### config.mk
export PLATFORM = sky130hd
export DESIGN_NAME = hcd_cfg_regs
export DESIGN_NICKNAME = d
export VERILOG_FILES = /design/src/hdl/hcd_pkg.sv /design/src/hdl/hcd_cfg_regs.sv
export SDC_FILE = /design/constraint.sdc
export NUM_CORES = 1
export LEC_CHECK = 0
export BUFFER_PORTS_ARGS = -buffer_cell sky130_fd_sc_hd__buf_2
export CAP_MARGIN = 40
export CORE_ASPECT_RATIO = 0.7
export CORE_MARGIN = 4
export CORE_UTILIZATION = 35
export DETAILED_ROUTE_END_ITERATION = 7
export PLACE_DENSITY_LB_ADDON = 0.3
export SETUP_SLACK_MARGIN = 0.15
export SLEW_MARGIN = 20
export SYNTH_ARGS = -nofsm -noshare
export SYNTH_HDL_FRONTEND = slang
export SYNTH_SLANG_ARGS = --single-unit
### constraint.sdc
create_clock -name aclk -period 3.27 [get_ports aclk]
set_input_delay 0.4905 -clock aclk [delete_from_list [all_inputs] [get_ports aclk]]
set_output_delay 0.4905 -clock aclk [all_outputs]
set_load 0.02 [all_outputs]
### src/hdl/hcd_pkg.sv
// Package: shared types, register indexes and the sequencer state set of the comb detector.
`default_nettype none
package hcd_pkg;
    localparam int RatioW = 24;
    localparam int BinW = 15;
    localparam int NumRegs = 8;

    localparam logic [2:0] RegPeakCount = 3'd0;
    localparam logic [2:0] RegSuppress = 3'd1;
    localparam logic [2:0] RegTolerance = 3'd2;
    localparam logic [2:0] RegMaxF0 = 3'd3;
    localparam logic [2:0] RegMaxHarm = 3'd4;
    localparam logic [2:0] RegMinMembers = 3'd5;
    localparam logic [2:0] RegScoreThr = 3'd6;
    localparam logic [2:0] RegLineThr = 3'd7;

    typedef struct packed {
        logic [3:0] peak_count;
        logic [2:0] suppress_radius;
        logic [1:0] harmonic_tolerance;
        logic [9:0] max_f0_bin;
        logic [3:0] max_harmonic;
        logic [3:0] min_members;
        logic [23:0] score_threshold;
        logic [23:0] line_threshold;
    } cfg_t;

    typedef enum logic [3:0] {
        ST_IDLE,
        ST_CLEAR,
        ST_SCAN,
        ST_SCAN_END,
        ST_MARK,
        ST_BASE,
        ST_HARM,
        ST_MATCH,
        ST_DIV,
        ST_CAND,
        ST_OUT
    } state_t;

    typedef struct packed {
        logic       found;
        logic [3:0] members;
        logic [23:0] score;
        logic [9:0] f0;
        logic [3:0] peaks;
        logic [14:0] lines;
        logic       ovf;
    } result_t;
endpackage
`default_nettype wire

### src/hdl/hcd_cfg_regs.sv
// Configuration register file of the comb detector.
`default_nettype none
module hcd_cfg_regs
    import hcd_pkg::*;
(
    input  wire logic        aclk,
    input  wire logic        aresetn,
    input  wire logic        cfg_wr_en,
    input  wire logic [2:0]  cfg_addr,
    input  wire logic [23:0] cfg_wdata,
    output cfg_t             cfg
);
    cfg_t cfg_reg;

    always_ff @(posedge aclk) begin
        if (!aresetn) begin
            cfg_reg.peak_count <= 4'd15;
            cfg_reg.suppress_radius <= 3'd3;
            cfg_reg.harmonic_tolerance <= 2'd1;
            cfg_reg.max_f0_bin <= 10'd128;
            cfg_reg.max_harmonic <= 4'd8;
            cfg_reg.min_members <= 4'd3;
            cfg_reg.score_threshold <= 24'd24576;
            cfg_reg.line_threshold <= 24'd40960;
        end else if (cfg_wr_en) begin
            unique case (cfg_addr)
                RegPeakCount: cfg_reg.peak_count <= cfg_wdata[3:0];
                RegSuppress: cfg_reg.suppress_radius <= cfg_wdata[2:0];
                RegTolerance: cfg_reg.harmonic_tolerance <= cfg_wdata[1:0];
                RegMaxF0: cfg_reg.max_f0_bin <= cfg_wdata[9:0];
                RegMaxHarm: cfg_reg.max_harmonic <= cfg_wdata[3:0];
                RegMinMembers: cfg_reg.min_members <= cfg_wdata[3:0];
                RegScoreThr: cfg_reg.score_threshold <= cfg_wdata;
                RegLineThr: cfg_reg.line_threshold <= cfg_wdata;
                default: ;
            endcase
        end
    end

    assign cfg = cfg_reg;
endmodule
`default_nettype wire

==> results of run 1 <==
==> cell usage in the layout (no fill, tap or decap), types with 2 or more instances in the layout <==
| cell type | count |
|---|---|
| sky130_fd_sc_hd__buf_2 | 104 |
| sky130_fd_sc_hd__nand2_1 | 83 |
| sky130_fd_sc_hd__mux2i_1 | 75 |
| sky130_fd_sc_hd__dfxtp_1 | 75 |
| sky130_fd_sc_hd__nor2b_1 | 23 |
| sky130_fd_sc_hd__clkbuf_16 | 9 |
| sky130_fd_sc_hd__buf_4 | 4 |
| sky130_fd_sc_hd__bufinv_16 | 3 |
| sky130_fd_sc_hd__clkinv_2 | 2 |
==> cells in the mapped netlist <==
cell type                   number  area (um^2)
sky130_fd_sc_hd__and4_1          1         8.76
sky130_fd_sc_hd__and4b_1         2         20.0
sky130_fd_sc_hd__and4bb_2        1         12.5
sky130_fd_sc_hd__buf_2           9         45.0
sky130_fd_sc_hd__buf_4           3         22.5
sky130_fd_sc_hd__buf_6           3         33.8
sky130_fd_sc_hd__clkbuf_1        8         30.0
sky130_fd_sc_hd__clkbuf_2        1         5.00
sky130_fd_sc_hd__dfxtp_1        75         1500
sky130_fd_sc_hd__mux2i_1        75          751
sky130_fd_sc_hd__nand2_1        83          312
sky130_fd_sc_hd__nand4_1         1         6.26
sky130_fd_sc_hd__nand4b_1        1         8.76
sky130_fd_sc_hd__nand4bb_1       1         11.3
sky130_fd_sc_hd__nor2b_1        23          144
sky130_fd_sc_hd__nor4b_2         1         15.0
sky130_fd_sc_hd__nor4bb_1        1         10.0
sky130_fd_sc_hd__or4b_4          1         13.8
==> path summary, 6_finish.rpt <==
| path | from | to | slack, ns | cells past startpoint |
|---|---|---|---|---|
| worst max-delay path | cfg_addr[0] | cfg[27]$_SDFFE_PN0P_ | 1.73 | 3 |
| worst min-delay path | cfg_wdata[23] | cfg[23]$_SDFFE_PN0P_ | 0.43 | 3 |
| worst max register to register | cfg[38]$_SDFFE_PN1P_ | cfg[38]$_SDFFE_PN1P_ | 2.64 | 2 |
| worst min register to register | cfg[39]$_SDFFE_PN0P_ | cfg[39]$_SDFFE_PN0P_ | 0.45 | 2 |
==> logic make-up after synthesis <==
| family | after synthesis | share of synthesized area, % |
|---|---|---|
| muxes | 75 | 25.4 |
| and+or+nand+nor | 116 | 19.0 |
| DFF | 75 | 50.9 |
| buffers and inverters | 24 | 4.62 |
==> power by group through the flow <==
stage	clock network (W)	logic, W	registers [W]
2_1_floorplan	0	0.0000795	0.000989
3_3_place_gp	0	0.000154	0.000965
3_5_place_dp	0	0.000157	0.000964
4_1_cts	0.00115	0.000158	0.000945
5_1_grt	0.00119	0.000170	0.000947
6_report	0.00113	0.000156	0.000945
==> worst max-delay path: cells and delay by family <==
family / cells / cell delay [ns]
AND/OR/NAND/NOR: 1 / 0.86
multiplexers: 1 / 0.28
buffers and inverters: 1 / 0.15
==> cell type report <==
cell class                 instances  share of cell area, %
multi-input combinational        191                   34.1
sequential                        75                   39.0
clock buffer                      11                   6.30
timing repair buffer             110                   14.7
clock inverter                     5                   2.60
tap                              101                   3.28
==> metrics by stage <==
| stage | total power, W | utilization [%] | cell area, um^2 | cells |
|---|---|---|---|---|
| finish | 0.00223 | 47.9 | 3850 | 493 |
| detailed placement | 0.00112 | 43.6 | 3510 | 477 |
| floorplan | 0.00107 | - | 2950 | 290 |
| global placement | 0.00112 | 43.4 | 3490 | 475 |
| CTS | 0.00225 | 47.9 | 3850 | 493 |
| global route | 0.00231 | 47.9 | 3850 | 493 |
==> layer usage <==
layer / GRT usage [%] / vias up / wire (um)
met5: 0 / - / 0
met4: 4.79 / 0 / 61
met3: 6.93 / 7 / 549
met2: 18.9 / 74 / 2690
met1: 19.7 / 1005 / 3770
li1: - / 1154 / -
==> impl_metrics.env, run 1 <==
export IMPL_outcome="finished, final reports clean"
export IMPL_largest_register_ff_count=75
export IMPL_std_cell_rows=27
export IMPL_dr_first_iter_drc_count=103
export IMPL_finalSetupTns_ns=0
export IMPL_worst_clock_skew_ns=0
export IMPL_critPathLaunchType="input port"
export IMPL_synth_cells=290
export IMPL_required_ns=3.52
export IMPL_leakage_nw=1.88
export IMPL_power_switching_w=0.000470
export IMPL_detail_route_drc_violations=0
export IMPL_area_of_the_multi_input_gates_um2=1310
export IMPL_count_of_tritonroute_iterations_in_the_first_routing_pass=4
export IMPL_synth_nets=320
export IMPL_clkSlewWorstSetupHoldPaths_ns=0.06
export IMPL_fin_ws_ns=1.73
export IMPL_start_util_pct=36.7
export IMPL_post_route_period_util_pct=47.2
export IMPL_grt_overflow_total=0
export IMPL_critPathMaxFanout=24
export IMPL_cts_root_buffer="sky130_fd_sc_hd__clkbuf_16"
export IMPL_fillers=755
export IMPL_rsz0062_at_grt="false"
export IMPL_postRouteAntennaNets=0
export IMPL_cts_max_level=3
export IMPL_cts_root_to_sink_buffers=2
export IMPL_p_int_w=0.00176
export IMPL_tritoncts="done"
export IMPL_core_region_area_um2=8040
export IMPL_port_buffer_count=104
export IMPL_clk_latency_ns=0.32
export IMPL_fmax_ghz=0.647
export IMPL_vias=2240
export IMPL_ir_worst_vdd_uv=230
export IMPL_synth_area_um2=2950
export IMPL_clkSinkCount=75
export IMPL_share_clk_of_total_power_pct=50.6
export IMPL_hold_ws_ns=0.434
export IMPL_crit_arrival_ns=1.79
export IMPL_num_io_pins=105
export IMPL_post_drt_via_cell_ratio=4.54
export IMPL_post_cts_resized_instances=0
export IMPL_diodes_inserted=0
export IMPL_area_growth_syn_to_layout_pct=30.5
export IMPL_timing_hold_worst_class="input port to flop"
export IMPL_cts_hold_buffers_added=0
export IMPL_netSwitchingFraction_pct=21.1
export IMPL_post_synthesis_average_cell_area_um2=10.2
export IMPL_synthesis_yosys_warnings=0
export IMPL_slew_violations=0
export IMPL_hold_violations=0
export IMPL_seq_cell_area_um2=1500
export IMPL_synthesis_stage_register_bit_count=75
export IMPL_relSlewSlack_pct=44.2
export IMPL_worstSetupEndpointType="flop"
export IMPL_critPathSlowestCell="sky130_fd_sc_hd__and4b_2"
export IMPL_buffers_inserted_during_post_cts_setup_optimization=0
export IMPL_die_x_um=118
export IMPL_worstPathCellList="buf_2, and4b_2, mux2i_1"
export IMPL_layout_min_cycle_time_ns=1.54
export IMPL_power_share_sequential_pct=42.4
export IMPL_antenna_violations_before_repair=0
export IMPL_die_height_um=84.8
export IMPL_transition_time_at_the_pin_with_the_least_slew_margin_ns=0.837
export IMPL_post_route_cells_drive_above_1_share_pct=32.7
export IMPL_setup_violations_final=0
export IMPL_wire_per_inst_um=14.3
export IMPL_pre_cts_ws_ns=1.39
export IMPL_timing_max_cap_violations=0
export IMPL_timing_worst_setup_path_type="input port to flop"
export IMPL_synth_seq_area_share_pct=50.9
export IMPL_power_per_cell_area_nw_per_um2=578
export IMPL_library_cells_used_by_synthesis=18
export IMPL_power_combinational_fraction_pct=7.0
export IMPL_routabilityCongestion=0.772
export IMPL_critical_path_max_stage_delay_ns=0.86
export IMPL_grt_usage_pct=14.2
export IMPL_grt_first_pass_wirelength_um=11300
export IMPL_grt_max_degree=32
export IMPL_die_area_um2=9990
export IMPL_number_of_global_route_vias_before_repair=2207
export IMPL_dp_final_hpwl_um=5020
export IMPL_number_of_buffers_created_by_cts=9
export IMPL_num_nets_final=417
export IMPL_postRouteWirelength_um=7060
(Power assumes the default switching activity.)
==> inputs of run 2 (changes only) <==
Clock period 3.27 ns to 1.5 ns, I/O delays scaled along.
==> run 2 against run 1 <==
  * Clock skew stayed put
  * Via count is 3.4% higher
  * Register-to-register slack worse by 1.8 ns
  * Global-route usage is 0.51 points higher
  * Critical path depth is 2 lower
  * Critical endpoint is now cfg[51]
==> impl_metrics.env, run 2 (synthesized netlist as in run 1, its figures left out) <==
export IMPL_outcome="finished, final reports clean"
export IMPL_wire_per_inst_um=14.5
export IMPL_number_of_buffers_created_by_cts=9
export IMPL_antenna_violations_before_repair=0
export IMPL_buffers_inserted_during_post_cts_setup_optimization=0
export IMPL_worstSetupEndpointType="output port"
export IMPL_post_cts_resized_instances=0
export IMPL_leakage_nw=1.90
export IMPL_layout_min_cycle_time_ns=1.07
export IMPL_number_of_global_route_vias_before_repair=2300
export IMPL_vias=2316
export IMPL_cts_root_buffer="sky130_fd_sc_hd__clkbuf_16"
export IMPL_rsz0062_at_grt="false"
export IMPL_hold_ws_ns=0.164
export IMPL_timing_max_cap_violations=0
export IMPL_port_buffer_count=104
export IMPL_required_ns=1.27
export IMPL_dr_first_iter_drc_count=79
export IMPL_clk_latency_ns=0.32
export IMPL_cts_hold_buffers_added=0
export IMPL_cts_max_level=3
export IMPL_hold_violations=0
export IMPL_critPathLaunchType="flop"
export IMPL_die_area_um2=9990
export IMPL_post_route_period_util_pct=71.6
export IMPL_timing_hold_worst_class="input port to flop"
export IMPL_timing_worst_setup_path_type="flop to output port"
export IMPL_post_drt_via_cell_ratio=4.64
export IMPL_critical_path_n_buffers_inverters=1
export IMPL_detail_route_drc_violations=0
export IMPL_final_core_util_pct=48.5
export IMPL_fmax_ghz=0.931
export IMPL_reg2reg_from="cfg[54]$_SDFFE_PN0P_"
export IMPL_setup_violations_final=0
export IMPL_finalSetupTns_ns=0
export IMPL_dp_final_hpwl_um=5130
export IMPL_post_route_cells_drive_above_1_share_pct=33.7
export IMPL_start_util_pct=36.7
export IMPL_power_per_cell_area_nw_per_um2=1170
export IMPL_worstPathCellList="buf_2"
export IMPL_number_of_standard_cells_in_the_layout_taps_in_and_fillers_out=499
export IMPL_critical_path_max_stage_delay_ns=0.35
export IMPL_grt_usage_pct=14.7
export IMPL_dp_cells=483
export IMPL_num_nets_final=423
export IMPL_hold_path_startpoint="cfg_wdata[15]"
export IMPL_grt_max_degree=26
export IMPL_core_region_area_um2=8040
export IMPL_transition_time_at_the_pin_with_the_least_slew_margin_ns=0.414
export IMPL_ir_worst_vdd_uv=500
export IMPL_crit_arrival_ns=0.85
export IMPL_clkSlewWorstSetupHoldPaths_ns=0.06
export IMPL_critPathSlowestCell="sky130_fd_sc_hd__dfxtp_1"
export IMPL_postRouteAntennaNets=0
export IMPL_worst_r2r_setup_slack_ns=0.88
export IMPL_clkSinkCount=75
export IMPL_grt_overflow_total=0
export IMPL_final_common_cell="sky130_fd_sc_hd__buf_2"
export IMPL_tritoncts="done"
export IMPL_critPathMaxFanout=2
export IMPL_std_cell_rows=27
export IMPL_area_growth_syn_to_layout_pct=32.1
export IMPL_die_x_um=118
export IMPL_cts_root_to_sink_buffers=2
export IMPL_diodes_inserted=0
export IMPL_slew_violations=0
export IMPL_largest_register_ff_count=75
export IMPL_die_height_um=84.8
export IMPL_worstSetupStartpoint="cfg[51]$_SDFFE_PN0P_"
export IMPL_count_of_tritonroute_iterations_in_the_first_routing_pass=4
export IMPL_final_cell_mix="104 x sky130_fd_sc_hd__buf_2, 83 x sky130_fd_sc_hd__nand2_1, 75 x sky130_fd_sc_hd__mux2i_1, 75 x sky130_fd_sc_hd__dfxtp_1, 23 x sky130_fd_sc_hd__nor2b_1"
export IMPL_postRouteWirelength_um=7220
export IMPL_worst_clock_skew_ns=0
export IMPL_relSlewSlack_pct=72.4
export IMPL_critical_path_top_delay_family="flip-flops"
export IMPL_num_io_pins=105
export IMPL_routabilityCongestion=0.733
export IMPL_grt_first_pass_wirelength_um=11700
## run 2: cell types whose count changed in the layout (fill, tap and decap cells not counted)
cell	previous run	this run
sky130_fd_sc_hd__buf_12	0	4
sky130_fd_sc_hd__buf_4	4	8
sky130_fd_sc_hd__bufinv_16	3	1
sky130_fd_sc_hd__clkinv_2	2	0
sky130_fd_sc_hd__clkinvlp_4	0	2
sky130_fd_sc_hd__buf_1	1	0
sky130_fd_sc_hd__buf_6	1	0
sky130_fd_sc_hd__clkbuf_1	1	2
sky130_fd_sc_hd__clkbuf_8	1	0
sky130_fd_sc_hd__clkinv_4	0	1
sky130_fd_sc_hd__inv_6	0	1
## run 2: area by class of cell
class	instances	area [um^2]
clock buffers	11	233
fillers	763	4140
well taps	101	126
clock inverters	5	62.6
multi-input cells	191	1310
repair buffers	116	661
flip-flops and latches	75	1500
## run 2: per-stage QoR
step           setup slack, ns  instance area, um^2  power, W
2_1_floorplan            0.357                 2950   0.00233
3_3_place_gp             0.306                 3600   0.00246
3_5_place_dp             0.278                 3600   0.00247
4_1_cts                  0.411                 3900   0.00461
5_1_grt                  0.378                 3900   0.00474
6_report                 0.425                 3900   0.00455
## run 2: layer usage
layer  GRT usage [%]  part of all wire, %  wire length (um)
met1            19.8                   49              3530
met2            21.5                   42              3020
met3            6.53                  8.7               627
met4            3.51                 0.62                45
met5               0                    0                 0
## run 2: path summary, 6_finish.rpt
path	endpoint	depth (start not counted)
max reg2reg	cfg[54]$_SDFFE_PN0P_	2
min	cfg[39]$_SDFFE_PN0P_	3
max	cfg[51]	1
min reg2reg	cfg[56]$_SDFFE_PN0P_	2
## run 2: power breakdown
group	internal, W	switching, W	total [W]
Sequential	0.00204	0.0000225	0.00206
Clock	0.00130	0.000826	0.00212
Combinational	0.000149	0.000215	0.000364
Total	0.00348	0.00106	0.00455
## run 2: worst register-to-register path: stages (launching register included)
cell	delay, ns
sky130_fd_sc_hd__dfxtp_1	0.33
sky130_fd_sc_hd__nand2_1	0.06
sky130_fd_sc_hd__mux2i_1	0.15
