==> config.mk <==
export PLATFORM = sky130hd
export DESIGN_NAME = hcd_divider
export DESIGN_NICKNAME = d
export VERILOG_FILES = /design/src/hdl/hcd_pkg.sv /design/src/hdl/hcd_divider.sv
export SDC_FILE = /design/constraint.sdc
export NUM_CORES = 1
export LEC_CHECK = 0
export BUFFER_PORTS_ARGS = -buffer_cell sky130_fd_sc_hd__buf_2
export CAP_MARGIN = 20
export CORE_UTILIZATION = 54
export DETAILED_ROUTE_END_ITERATION = 10
export PLACE_DENSITY_LB_ADDON = 0.05
export SLEW_MARGIN = 20
export SYNTH_ARGS = -nofsm -noshare
export SYNTH_HDL_FRONTEND = slang
export SYNTH_SLANG_ARGS = --single-unit
==> constraint.sdc <==
create_clock -name aclk -period 4.55 [get_ports aclk]
set_input_delay 0.91 -clock aclk [delete_from_list [all_inputs] [get_ports aclk]]
set_output_delay 0.91 -clock aclk [all_outputs]
set_load 0.01 [all_outputs]
==> src/hdl/hcd_pkg.sv <==
// Package: shared types, register indexes and the sequencer state set of the comb detector.
`default_nettype none
package hcd_pkg;
    localparam int RatioW = 24;
    localparam int BinW = 15;
    localparam int NumRegs = 8;

    localparam logic [2:0] RegPeakCount = 3'd0;
    localparam logic [2:0] RegSuppress = 3'd1;
    localparam logic [2:0] RegTolerance = 3'd2;
    localparam logic [2:0] RegMaxF0 = 3'd3;
    localparam logic [2:0] RegMaxHarm = 3'd4;
    localparam logic [2:0] RegMinMembers = 3'd5;
    localparam logic [2:0] RegScoreThr = 3'd6;
    localparam logic [2:0] RegLineThr = 3'd7;

    typedef struct packed {
        logic [3:0] peak_count;
        logic [2:0] suppress_radius;
        logic [1:0] harmonic_tolerance;
        logic [9:0] max_f0_bin;
        logic [3:0] max_harmonic;
        logic [3:0] min_members;
        logic [23:0] score_threshold;
        logic [23:0] line_threshold;
    } cfg_t;

    typedef enum logic [3:0] {
        ST_IDLE,
        ST_CLEAR,
        ST_SCAN,
        ST_SCAN_END,
        ST_MARK,
        ST_BASE,
        ST_HARM,
        ST_MATCH,
        ST_DIV,
        ST_CAND,
        ST_OUT
    } state_t;

    typedef struct packed {
        logic       found;
        logic [3:0] members;
        logic [23:0] score;
        logic [9:0] f0;
        logic [3:0] peaks;
        logic [14:0] lines;
        logic       ovf;
    } result_t;
endpackage
`default_nettype wire

==> src/hdl/hcd_divider.sv <==
// Iterative restoring divider for the mean of up to fifteen 24-bit ratios.
`default_nettype none
module hcd_divider
    import hcd_pkg::*;
(
    input  wire logic        aclk,
    input  wire logic        aresetn,
    input  wire logic        start,
    input  wire logic [27:0] dividend,
    input  wire logic [3:0]  divisor,
    output logic             busy,
    output logic [23:0]      quotient
);
    logic [27:0] quo_reg;
    logic [3:0]  rem_reg;
    logic [4:0]  cnt_reg;
    logic        busy_reg;
    logic [3:0]  div_reg;
    logic [4:0]  trial;

    assign trial = {rem_reg, quo_reg[27]};

    always_ff @(posedge aclk) begin
        if (!aresetn) begin
            busy_reg <= 1'b0;
            cnt_reg <= '0;
        end else if (start) begin
            busy_reg <= 1'b1;
            cnt_reg <= 5'd27;
        end else if (busy_reg) begin
            if (cnt_reg == 5'd0) busy_reg <= 1'b0;
            cnt_reg <= cnt_reg - 5'd1;
        end
    end

    always_ff @(posedge aclk) begin
        if (start) begin
            quo_reg <= dividend;
            rem_reg <= '0;
            div_reg <= divisor;
        end else if (busy_reg) begin
            if (trial >= {1'b0, div_reg}) begin
                rem_reg <= 4'(trial - {1'b0, div_reg});
                quo_reg <= {quo_reg[26:0], 1'b1};
            end else begin
                rem_reg <= trial[3:0];
                quo_reg <= {quo_reg[26:0], 1'b0};
            end
        end
    end

    assign busy = busy_reg;
    assign quotient = quo_reg[23:0];
endmodule
`default_nettype wire

==> flow_summary.yaml, run 1 <==
clock_tree:
  clk_pin_slew_ps: 70
  cts_tree: "done"
  cts_resized: 0
  cts_buffers: 5
  worstSkewPairLatency_ps: 280
  cts.sinks: 42
  root_buffer: "clkbuf_8"
  cts_setup_buffers: 0
  htreeDepth: 2
  ctsHoldBuffers: 0
  cts.path.max_buffers: 2
detailed_routing:
  drt-initial-drc-count: 98
  antenna_left: 0
  vias: 1232
  drcViolationCount: 0
  via_per_inst: 5.05
  wl_per_cell_um: 13.5
  wirelength_um: 3290
  drt_pass1_iterations: 4
global_route:
  antenna_found_initial: 0
  grt_pass1_vias: 1173
  grt_max_degree: 46
  grt_overflow_total: 0
  grt_pass1_wl_um: 5470
  track_usage_pct: 17.7
yosys:
  ys_ff_latch: 42
  synthXorXnorAreaFrac_pct: 2.09
  synth_top_family_by_area: "multiplexers"
  synth_largest_area_cell: "edfxtp_1"
  synthMuxAreaShare_pct: 15.0
  synth-compound-area-share_pct: 6.21
  synthSimpleGateAreaFrac_pct: 6.44
  syn-num-nets: 197
  ys_seq_area_share_pct: 55.4
  syn_area_per_cell_um2: 13.4
  synth_cell_types: 33
  synth_cells: 156
  synth_area_um2: 2100
  synth_fa_ha_area_share_pct: 3.94
  synth_area_leaders: "edfxtp_1, mux2_2, dfxtp_1, buf_4, ha_1"
  yosysWarnings: 0
  yosysTopAreaCellShare_pct: 45.8
worst_setup_path:
  crit_path_top_delay_cell: "buf_4"
  crit_buf_inv: 4
  cp_max_fo: 45
  crit_family: "buffers and inverters"
  startpoint_type: "input port"
  cpPeakStageDelay_ps: 430
  cp-end-kind: "register"
  path_class: "in -> reg"
  path_cells: "buf_2 -> buf_4 -> nor2_1 -> inv_1 -> buf_16"
  cp.required_ps: 4540
  arrival_ps: 2160
cells_and_area:
  syn2layout_area_growth_pct: 14.3
  diodes: 0
  largest_reg_flops: 28
  layout_common_cells: "buf_2, edfxtp_1, mux2_2"
  final_common_cell: "buf_2"
  nets: 236
  fillers: 296
  layout-drive-gt1-share_pct: 51.5
floorplan:
  num_rows: 22
  core_um2: 3690
  die_height_um: 64.3
  die_w_um: 64.3
  dieArea_um2: 4140
  initial_core_util_pct: 56.9
  pin_count: 60
timing:
  hold_violations: 0
  tightest_slew_ps: 566
  rsz0062_at_grt: "false"
  setup_violations: 0
  period_share_pct: 47.5
  layout_setup_ws_ps: 2390
  max_freq_ghz: 0.462
  slew_headroom_pct: 62.2
  maxSlewViolCount: 0
  tns_ps: 0
  skew_ps: 8.01
  layout_min_cycle_time_ps: 2160
placement:
  hpwl_um: 2250
  portBuffers: 59
  place.gp.congestion: 0.784
  pre_cts_ws_ps: 1790
power:
  irDropWorstVdd_mv: 0.219
  p_leak_uw: 0.00102
  power.total_uw: 926
  powerDensity_nw_per_um2: 386
min_path:
  hold_path_class: "reg -> reg"
job:
  drv_cap: 0
run_status:
  outcome: "finished clean"
[Yosys cell counts, drive strengths merged]
cell type	instances
mux2	28
clkbuf	2
o311ai	1
xnor2	1
nor2	4
xor2	4
or2	2
ha	5
o21a	4
o22a	1
nand2	4
or3b	2
edfxtp	32
o21ai	2
nand4	1
a311oi	2
buf	27
nor3b	2
nor2b	2
inv	8
o21bai	2
nor4b	3
o221a	1
nand3b	1
o32ai	1
a21oi	2
dfxtp	10
fa	1
nand3	1
[layout make-up]
class                      count  area, um^2  area share (%)
tap                           48        60.1            2.51
multi-input combinational     77         707            29.5
clock inverter                 3        40.0            1.67
inverter                       8        30.0            1.25
sequential                    42        1160            48.4
clock buffer                   5        68.8            2.87
timing repair buffer          61         330            13.8
[metrics by stage]
stage | std cells | util (%) | hold slack (ps) | cell area [um^2]
after global placement | 235 | 61.3 | 436 | 2260
final | 244 | 65.0 | 466 | 2400
after global routing | 244 | 65.0 | 492 | 2400
after floorplan | 156 | - | 426 | 2100
after detailed placement | 235 | 61.3 | 452 | 2260
after CTS | 243 | 64.2 | 462 | 2370
[metal layers]
metal	vias up	part of all wire, %	global-route usage (%)	routed length (um)
met2	33	50	27.9	1640
met3	4	4.2	4.29	138
met1	577	45	23.2	1470
met4	0	1.1	7.50	36
met5	-	0	0	0
li1	618	-	-	-
[worst register-to-register path, stage by stage, from the launching register on]
cell	delay (ps)
edfxtp_1	420
inv_1	80
ha_1	220
nor2b_1	160
o221a_4	260
or2_4	250
mux2_2	260
[where the power goes]
part / internal, uW / switching, uW / total [uW] / leakage (uW)
clock network: 161 / 120 / 281 / 0.0000579
registers: 460 / 22.9 / 483 / 0.000404
logic: 84.7 / 76.7 / 161 / 0.000554
[worst paths after layout]
path                                   to                    start  depth (start not counted)  slack, ps
setup / recovery     quo_reg[4]$_DFFE_PP_                    start                          5       2390
hold reg to reg   rem_reg[3]$_SDFFE_PP0P_  rem_reg[3]$_SDFFE_PP0P_                          2        470
hold / removal    rem_reg[3]$_SDFFE_PP0P_  rem_reg[3]$_SDFFE_PP0P_                          2        470
setup reg to reg     quo_reg[0]$_DFFE_PP_     div_reg[1]$_DFFE_PP_                          6       2650
[cells by family after synthesis]
group | Yosys count
and+or+nand+nor | 22
xor gates and xnor gates | 5
buffers and inverters | 37
muxes | 28
DFF | 42
adders and majority gates | 6
AOI/OAI and AO/OA | 16
Power figures use the tool's default switching activity.
==> run 2, diff against run 1 <==
Settings changed: ABC_AREA from default to 1, CORE_UTILIZATION 54 to 47.
Clock period 4.55 ns to 1.75 ns, I/O delays scaled along.
==> run 2 against run 1 <==
  * Clock skew is 3.6 ps lower
  * Largest cell class unchanged
  * Final cell count is 34% higher
  * Clock power grew to 2.6 times the previous value
  * Register-to-register slack worse by 2300 ps
  * First-iteration DRC count is 22% lower
  * Hold slack worse by 240 ps
  * Routed wire length is 16% higher
  * Highest routed layer unchanged
  * Global-route usage is 0.30 points lower
  * Critical path type is now reg -> reg
  * Synthesized area is 0.95% higher
==> flow_summary.yaml, run 2 <==
timing:
  setup_violations: 0
  whs_ps: 228
  layout_min_cycle_time_ps: 1430
  slew_headroom_pct: 64.5
  hold_violations: 0
  period_share_pct: 81.7
  skew_ps: 4.46
  tns_ps: 0
  max_freq_ghz: 0.699
  layout_setup_ws_ps: 320
  tightest_slew_ps: 531
  maxSlewViolCount: 0
  rsz0062_at_grt: "false"
cells_and_area:
  syn2layout_area_growth_pct: 13.4
  fillers: 427
  final_common_cell: "nand2_1"
  seq_area_um2: 1160
  largest_reg_flops: 28
  layout_common_cells: "nand2_1, buf_2, edfxtp_1"
  layout-drive-gt1-share_pct: 29.1
  diodes: 0
  multi_input_area_um2: 661
  nets: 316
  final_util_pct: 55.1
yosys:
  syn-num-nets: 276
  yosysMostFrequentCell: "nand2_1"
  synth_cells: 235
  yosysWarnings: 0
  synth-edff-count: 32
  yosysTopAreaCellShare_pct: 45.4
  syn_area_per_cell_um2: 9.01
  ys_seq_area_share_pct: 54.8
  synth_cell_types: 25
  synth_area_um2: 2120
  synth_largest_area_cell: "edfxtp_1"
  synth_commonest_cells: "nand2_1, edfxtp_1, buf_4"
  synth_flop_cell: "edfxtp_1"
  synth_area_leaders: "edfxtp_1, nand2_1, dfxtp_1, buf_4, ha_1"
  async_flop_share_pct: 0
  ys_ff_latch: 42
power:
  powerDensity_nw_per_um2: 1010
  irDropWorstVdd_mv: 0.429
  p_leak_uw: 0.00121
clock_tree:
  cts.path.max_buffers: 2
  worstSkewPairLatency_ps: 290
  cts_setup_buffers: 0
  clk_pin_slew_ps: 80
  cts_buffers: 5
  root_buffer: "clkbuf_8"
  cts.sinks: 42
  htreeDepth: 2
  cts_resized: 0
  ctsHoldBuffers: 0
  cts_tree: "done"
detailed_routing:
  drcViolationCount: 0
  wirelength_um: 3820
  via_per_inst: 4.68
  drt_pass1_iterations: 4
  antenna_left: 0
  vias: 1531
  wl_per_cell_um: 11.7
  drt-initial-drc-count: 76
worst_setup_path:
  startpoint_type: "register"
  rrSetupSlack_ps: 320
  critPathLaunch: "div_reg[2]$_DFFE_PP_"
  cp-end-kind: "register"
  rr_worst_depth: 6
  arrival_ps: 1460
  cp_max_fo: 6
  cp-endpoint: "quo_reg[0]$_DFFE_PP_"
  r2r-start: "div_reg[2]$_DFFE_PP_"
  cp.required_ps: 1780
  path_class: "reg -> reg"
  timing.rr.end: "quo_reg[0]$_DFFE_PP_"
floorplan:
  initial_core_util_pct: 48.6
  dieArea_um2: 4780
  core_um2: 4350
  pin_count: 60
  num_rows: 24
  die_height_um: 69.1
  die_w_um: 69.1
job:
  drv_cap: 0
placement:
  hpwl_um: 2690
  place.gp.congestion: 0.783
  pre_cts_ws_ps: 304
  portBuffers: 59
global_route:
  grt_overflow_total: 0
  grt_pass1_vias: 1405
  antenna_found_initial: 0
  grt_max_degree: 33
  grt_pass1_wl_um: 6470
  track_usage_pct: 17.4
min_path:
  hold_path_class: "in -> reg"
run_status:
  outcome: "finished clean"
run 2: cell types whose count changed after synthesis, sizes merged, moves of 3 or more:
cell	previous run	this run
inv	8	20
nand2	4	101
nor4b	3	0
mux2	28	0
xor2	4	1
nor2	4	7
nand3	1	12
o21a	4	0
run 2: worst min path at each step:
stage | to | cells past startpoint | start
floorplan | rem_reg[3]$_SDFFE_PP0P_ | 2 | rem_reg[3]$_SDFFE_PP0P_
global placement | rem_reg[3]$_SDFFE_PP0P_ | 2 | rem_reg[3]$_SDFFE_PP0P_
detailed placement | rem_reg[3]$_SDFFE_PP0P_ | 2 | rem_reg[3]$_SDFFE_PP0P_
CTS | div_reg[2]$_DFFE_PP_ | 1 | divisor[2]
global route | div_reg[2]$_DFFE_PP_ | 1 | divisor[2]
finish | div_reg[2]$_DFFE_PP_ | 1 | divisor[2]
run 2: area by class of cell:
cell class / instances / share of cell area (%)
well taps: 52 / 2.71
multi-input cells: 141 / 27.5
repair buffers: 64 / 13.9
flip-flops and latches: 42 / 48.4
clock inverters: 2 / 1.41
inverters: 21 / 3.28
clock buffers: 5 / 2.87
run 2: logic make-up after synthesis:
| logic type | synth area share [%] |
|---|---|
| AO/OA/AOI/OAI | 2.78 |
| buffers and inverters | 13.9 |
| AND/OR/NAND/NOR | 24.1 |
| adder cells (fa/ha/maj) | 3.90 |
| flip-flops | 54.8 |
| XOR/XNOR | 0.414 |
run 2: per-stage QoR:
stage | cell area [um^2] | power (uW) | cells
2_1_floorplan | 2120 | 1630 | 235
3_3_place_gp | 2300 | 1720 | 320
3_5_place_dp | 2300 | 1720 | 320
4_1_cts | 2400 | 2460 | 327
5_1_grt | 2400 | 2560 | 327
6_report | 2400 | 2430 | 327
run 2: power breakdown:
| group | switching, uW | total [uW] | leakage (uW) | internal (uW) |
|---|---|---|---|---|
| clock | 327 | 740 | 0.0000517 | 413 |
| combinational | 257 | 438 | 0.000750 | 181 |
| sequential | 52.7 | 1250 | 0.000408 | 1200 |
run 2: worst max-delay path, cell delays in order, from the launching register on:
cell and delay [ps]:
edfxtp_1 330, inv_1 40, ha_1 320, a21oi_1 180, nand2_1 80, nand2_2 120
a31oi_1 90
run 2: metal layers:
| metal | vias to the layer above | wire length, um | global-route usage [%] |
|---|---|---|---|
| li1 | 808 | - | - |
| met1 | 669 | 1850 | 22.4 |
| met2 | 46 | 1680 | 27.2 |
| met3 | 8 | 204 | 4.39 |
| met4 | 0 | 83 | 8.84 |
| met5 | - | 0 | 0 |
==> run 3, diff against run 2 <==
Settings changed: CORE_UTILIZATION 47 to 52.
Clock period 1.75 ns to 1.5 ns, I/O delays scaled along.
==> run 3 against run 2 <==
  * Maximum frequency increased by 2.0%
  * Hold slack got worse by 44 ps
  * Routed wire length decreased by 3.0%
  * Die area fell by 9.3%
  * Critical endpoint is now rem_reg[1]$_SDFFE_PP0P_
==> flow_summary.yaml, run 3 (synthesis results as in run 2) <==
global_route:
  grt_overflow_total: 0
  track_usage_pct: 19.6
  antenna_found_initial: 0
  grt_pass1_wl_um: 6320
  grt_max_degree: 20
  grt_pass1_vias: 1507
job:
  drv_cap: 0
worst_setup_path:
  cp_max_fo: 2
  cp.required_ps: 1690
  arrival_ps: 1590
  startpoint_type: "register"
  cp-end-kind: "register"
  path_class: "reg -> reg"
  crit_path_top_delay_cell: "fa_2"
  rrSetupSlack_ps: 100
  cpPeakStageDelay_ps: 540
  cpMostUsedCell: "nand2_1"
  path_cells: "inv_1 -> ha_1 -> fa_2 -> nand2_1 -> nand3_1 -> nand2_1"
cells_and_area:
  nets: 320
  final_cells: 328
  layout-drive-gt1-share_pct: 31.8
  largest_reg_flops: 28
  syn2layout_area_growth_pct: 14.7
  final_common_cell: "nand2_1"
  layout_common_cells: "nand2_1, buf_2, edfxtp_1"
  diodes: 0
timing:
  max_freq_ghz: 0.713
  layout_min_cycle_time_ps: 1400
  hold_violations: 0
  period_share_pct: 93.5
  setup_violations: 0
  slew_headroom_pct: 84.0
  tightest_slew_ps: 240
  skew_ps: 4.08
  maxSlewViolCount: 0
power:
  p_sw_share_pct: 28.0
  irDropWorstVdd_mv: 0.634
  internal-power_uw: 1950
  power.total_uw: 2710
  pwr-share-comb_pct: 20.0
  powerDensity_nw_per_um2: 1120
  p_clk_share_pct: 26.2
  p_switching_uw: 759
  p_leak_uw: 0.00122
  seqPwrFrac_pct: 53.8
placement:
  placedCellCount: 319
  place.gp.congestion: 0.880
  portBuffers: 59
  hpwl_um: 2700
detailed_routing:
  drt_pass1_iterations: 6
  drcViolationCount: 0
  antenna_left: 0
  wirelength_um: 3700
  drt-initial-drc-count: 151
  via_per_inst: 4.83
  wl_per_cell_um: 11.3
  vias: 1583
clock_tree:
  cts_tree: "done"
  root_buffer: "clkbuf_8"
  clk_pin_slew_ps: 80
  worstSkewPairLatency_ps: 290
  htreeDepth: 2
  cts.path.max_buffers: 2
  cts.sinks: 42
  cts_buffers: 5
floorplan:
  num_rows: 22
  core_um2: 3770
  die_height_um: 65.8
  die_w_um: 65.8
  pin_count: 60
  initial_core_util_pct: 56.1
  dieArea_um2: 4330
run_status:
  outcome: "finished clean"
min_path:
  hold_path_class: "in -> reg"
## run 3: cell count changes in the layout (fill, tap and decap cells not counted), sizes merged
cell,delta
buf,+4
bufinv,-1
clkbuf,+1
clkinv,+1
## run 3: metrics by stage
stage | area (um^2) | hold WS, ps | util, % | worst slack (ps) | TNS (ps)
after floorplan | 2120 | 399 | - | 176 | 0
final | 2430 | 183 | 64.4 | 98.2 | 0
after CTS | 2400 | 175 | 63.6 | 63.3 | 0
after global placement | 2320 | 440 | 61.4 | 126 | 0
after global routing | 2430 | 167 | 64.4 | -1.67 | -1.67
after detailed placement | 2320 | 454 | 61.4 | 71.6 | 0
## run 3: power groups by stage
stage               logic (uW)  registers [uW]  clock network [uW]
detailed placement         528            1480                   0
finish                     543            1460                 709
floorplan                  429            1470                   0
CTS                        529            1460                 726
global placement           516            1480                   0
global route               615            1470                 778
## run 3: timing repair
action | in CTS | in global routing
setup endpoints to repair | 0 | 3
resized for setup | 0 | 4
hold buffers | 0 | 0
buffers inserted | 0 | 1
endpoints found under the hold margin | 0 | 0
## run 3: final cells by class
| cell class | count | area (um^2) |
|---|---|---|
| Fill cell | 330 | 1340 |
| Sequential cell | 42 | 1160 |
| Tap cell | 48 | 60.1 |
| Clock buffer | 6 | 72.6 |
| Inverter | 21 | 78.8 |
| Clock inverter | 2 | 10.0 |
| Multi-Input combinational cell | 141 | 682 |
| Timing Repair Buffer | 68 | 363 |
## run 3: critical path, delay by kind of cell (launching register included)
| family | cells | cell delay, ps |
|---|---|---|
| buffers and inverters | 1 | 50 |
| flip-flops | 1 | 330 |
| AND/OR/NAND/NOR | 3 | 160 |
| adder cells (fa/ha/maj) | 2 | 770 |
## run 3: final timing paths
kind,to,start,depth (start not counted)
setup reg to reg,rem_reg[1]$_SDFFE_PP0P_,quo_reg[27]$_DFFE_PP_,6
hold / removal,div_reg[2]$_DFFE_PP_,divisor[2],1
hold reg to reg,rem_reg[3]$_SDFFE_PP0P_,rem_reg[3]$_SDFFE_PP0P_,2
setup / recovery,rem_reg[1]$_SDFFE_PP0P_,quo_reg[27]$_DFFE_PP_,6
## run 3: routing by layer
metal  routed length (um)  global-route usage, %  up-vias
li1                     -                      -      813
met3                  197                   4.83        7
met5                    0                      0        -
met4                   53                   8.42        0
met1                 1670                   25.7      714
met2                 1780                   30.9       49
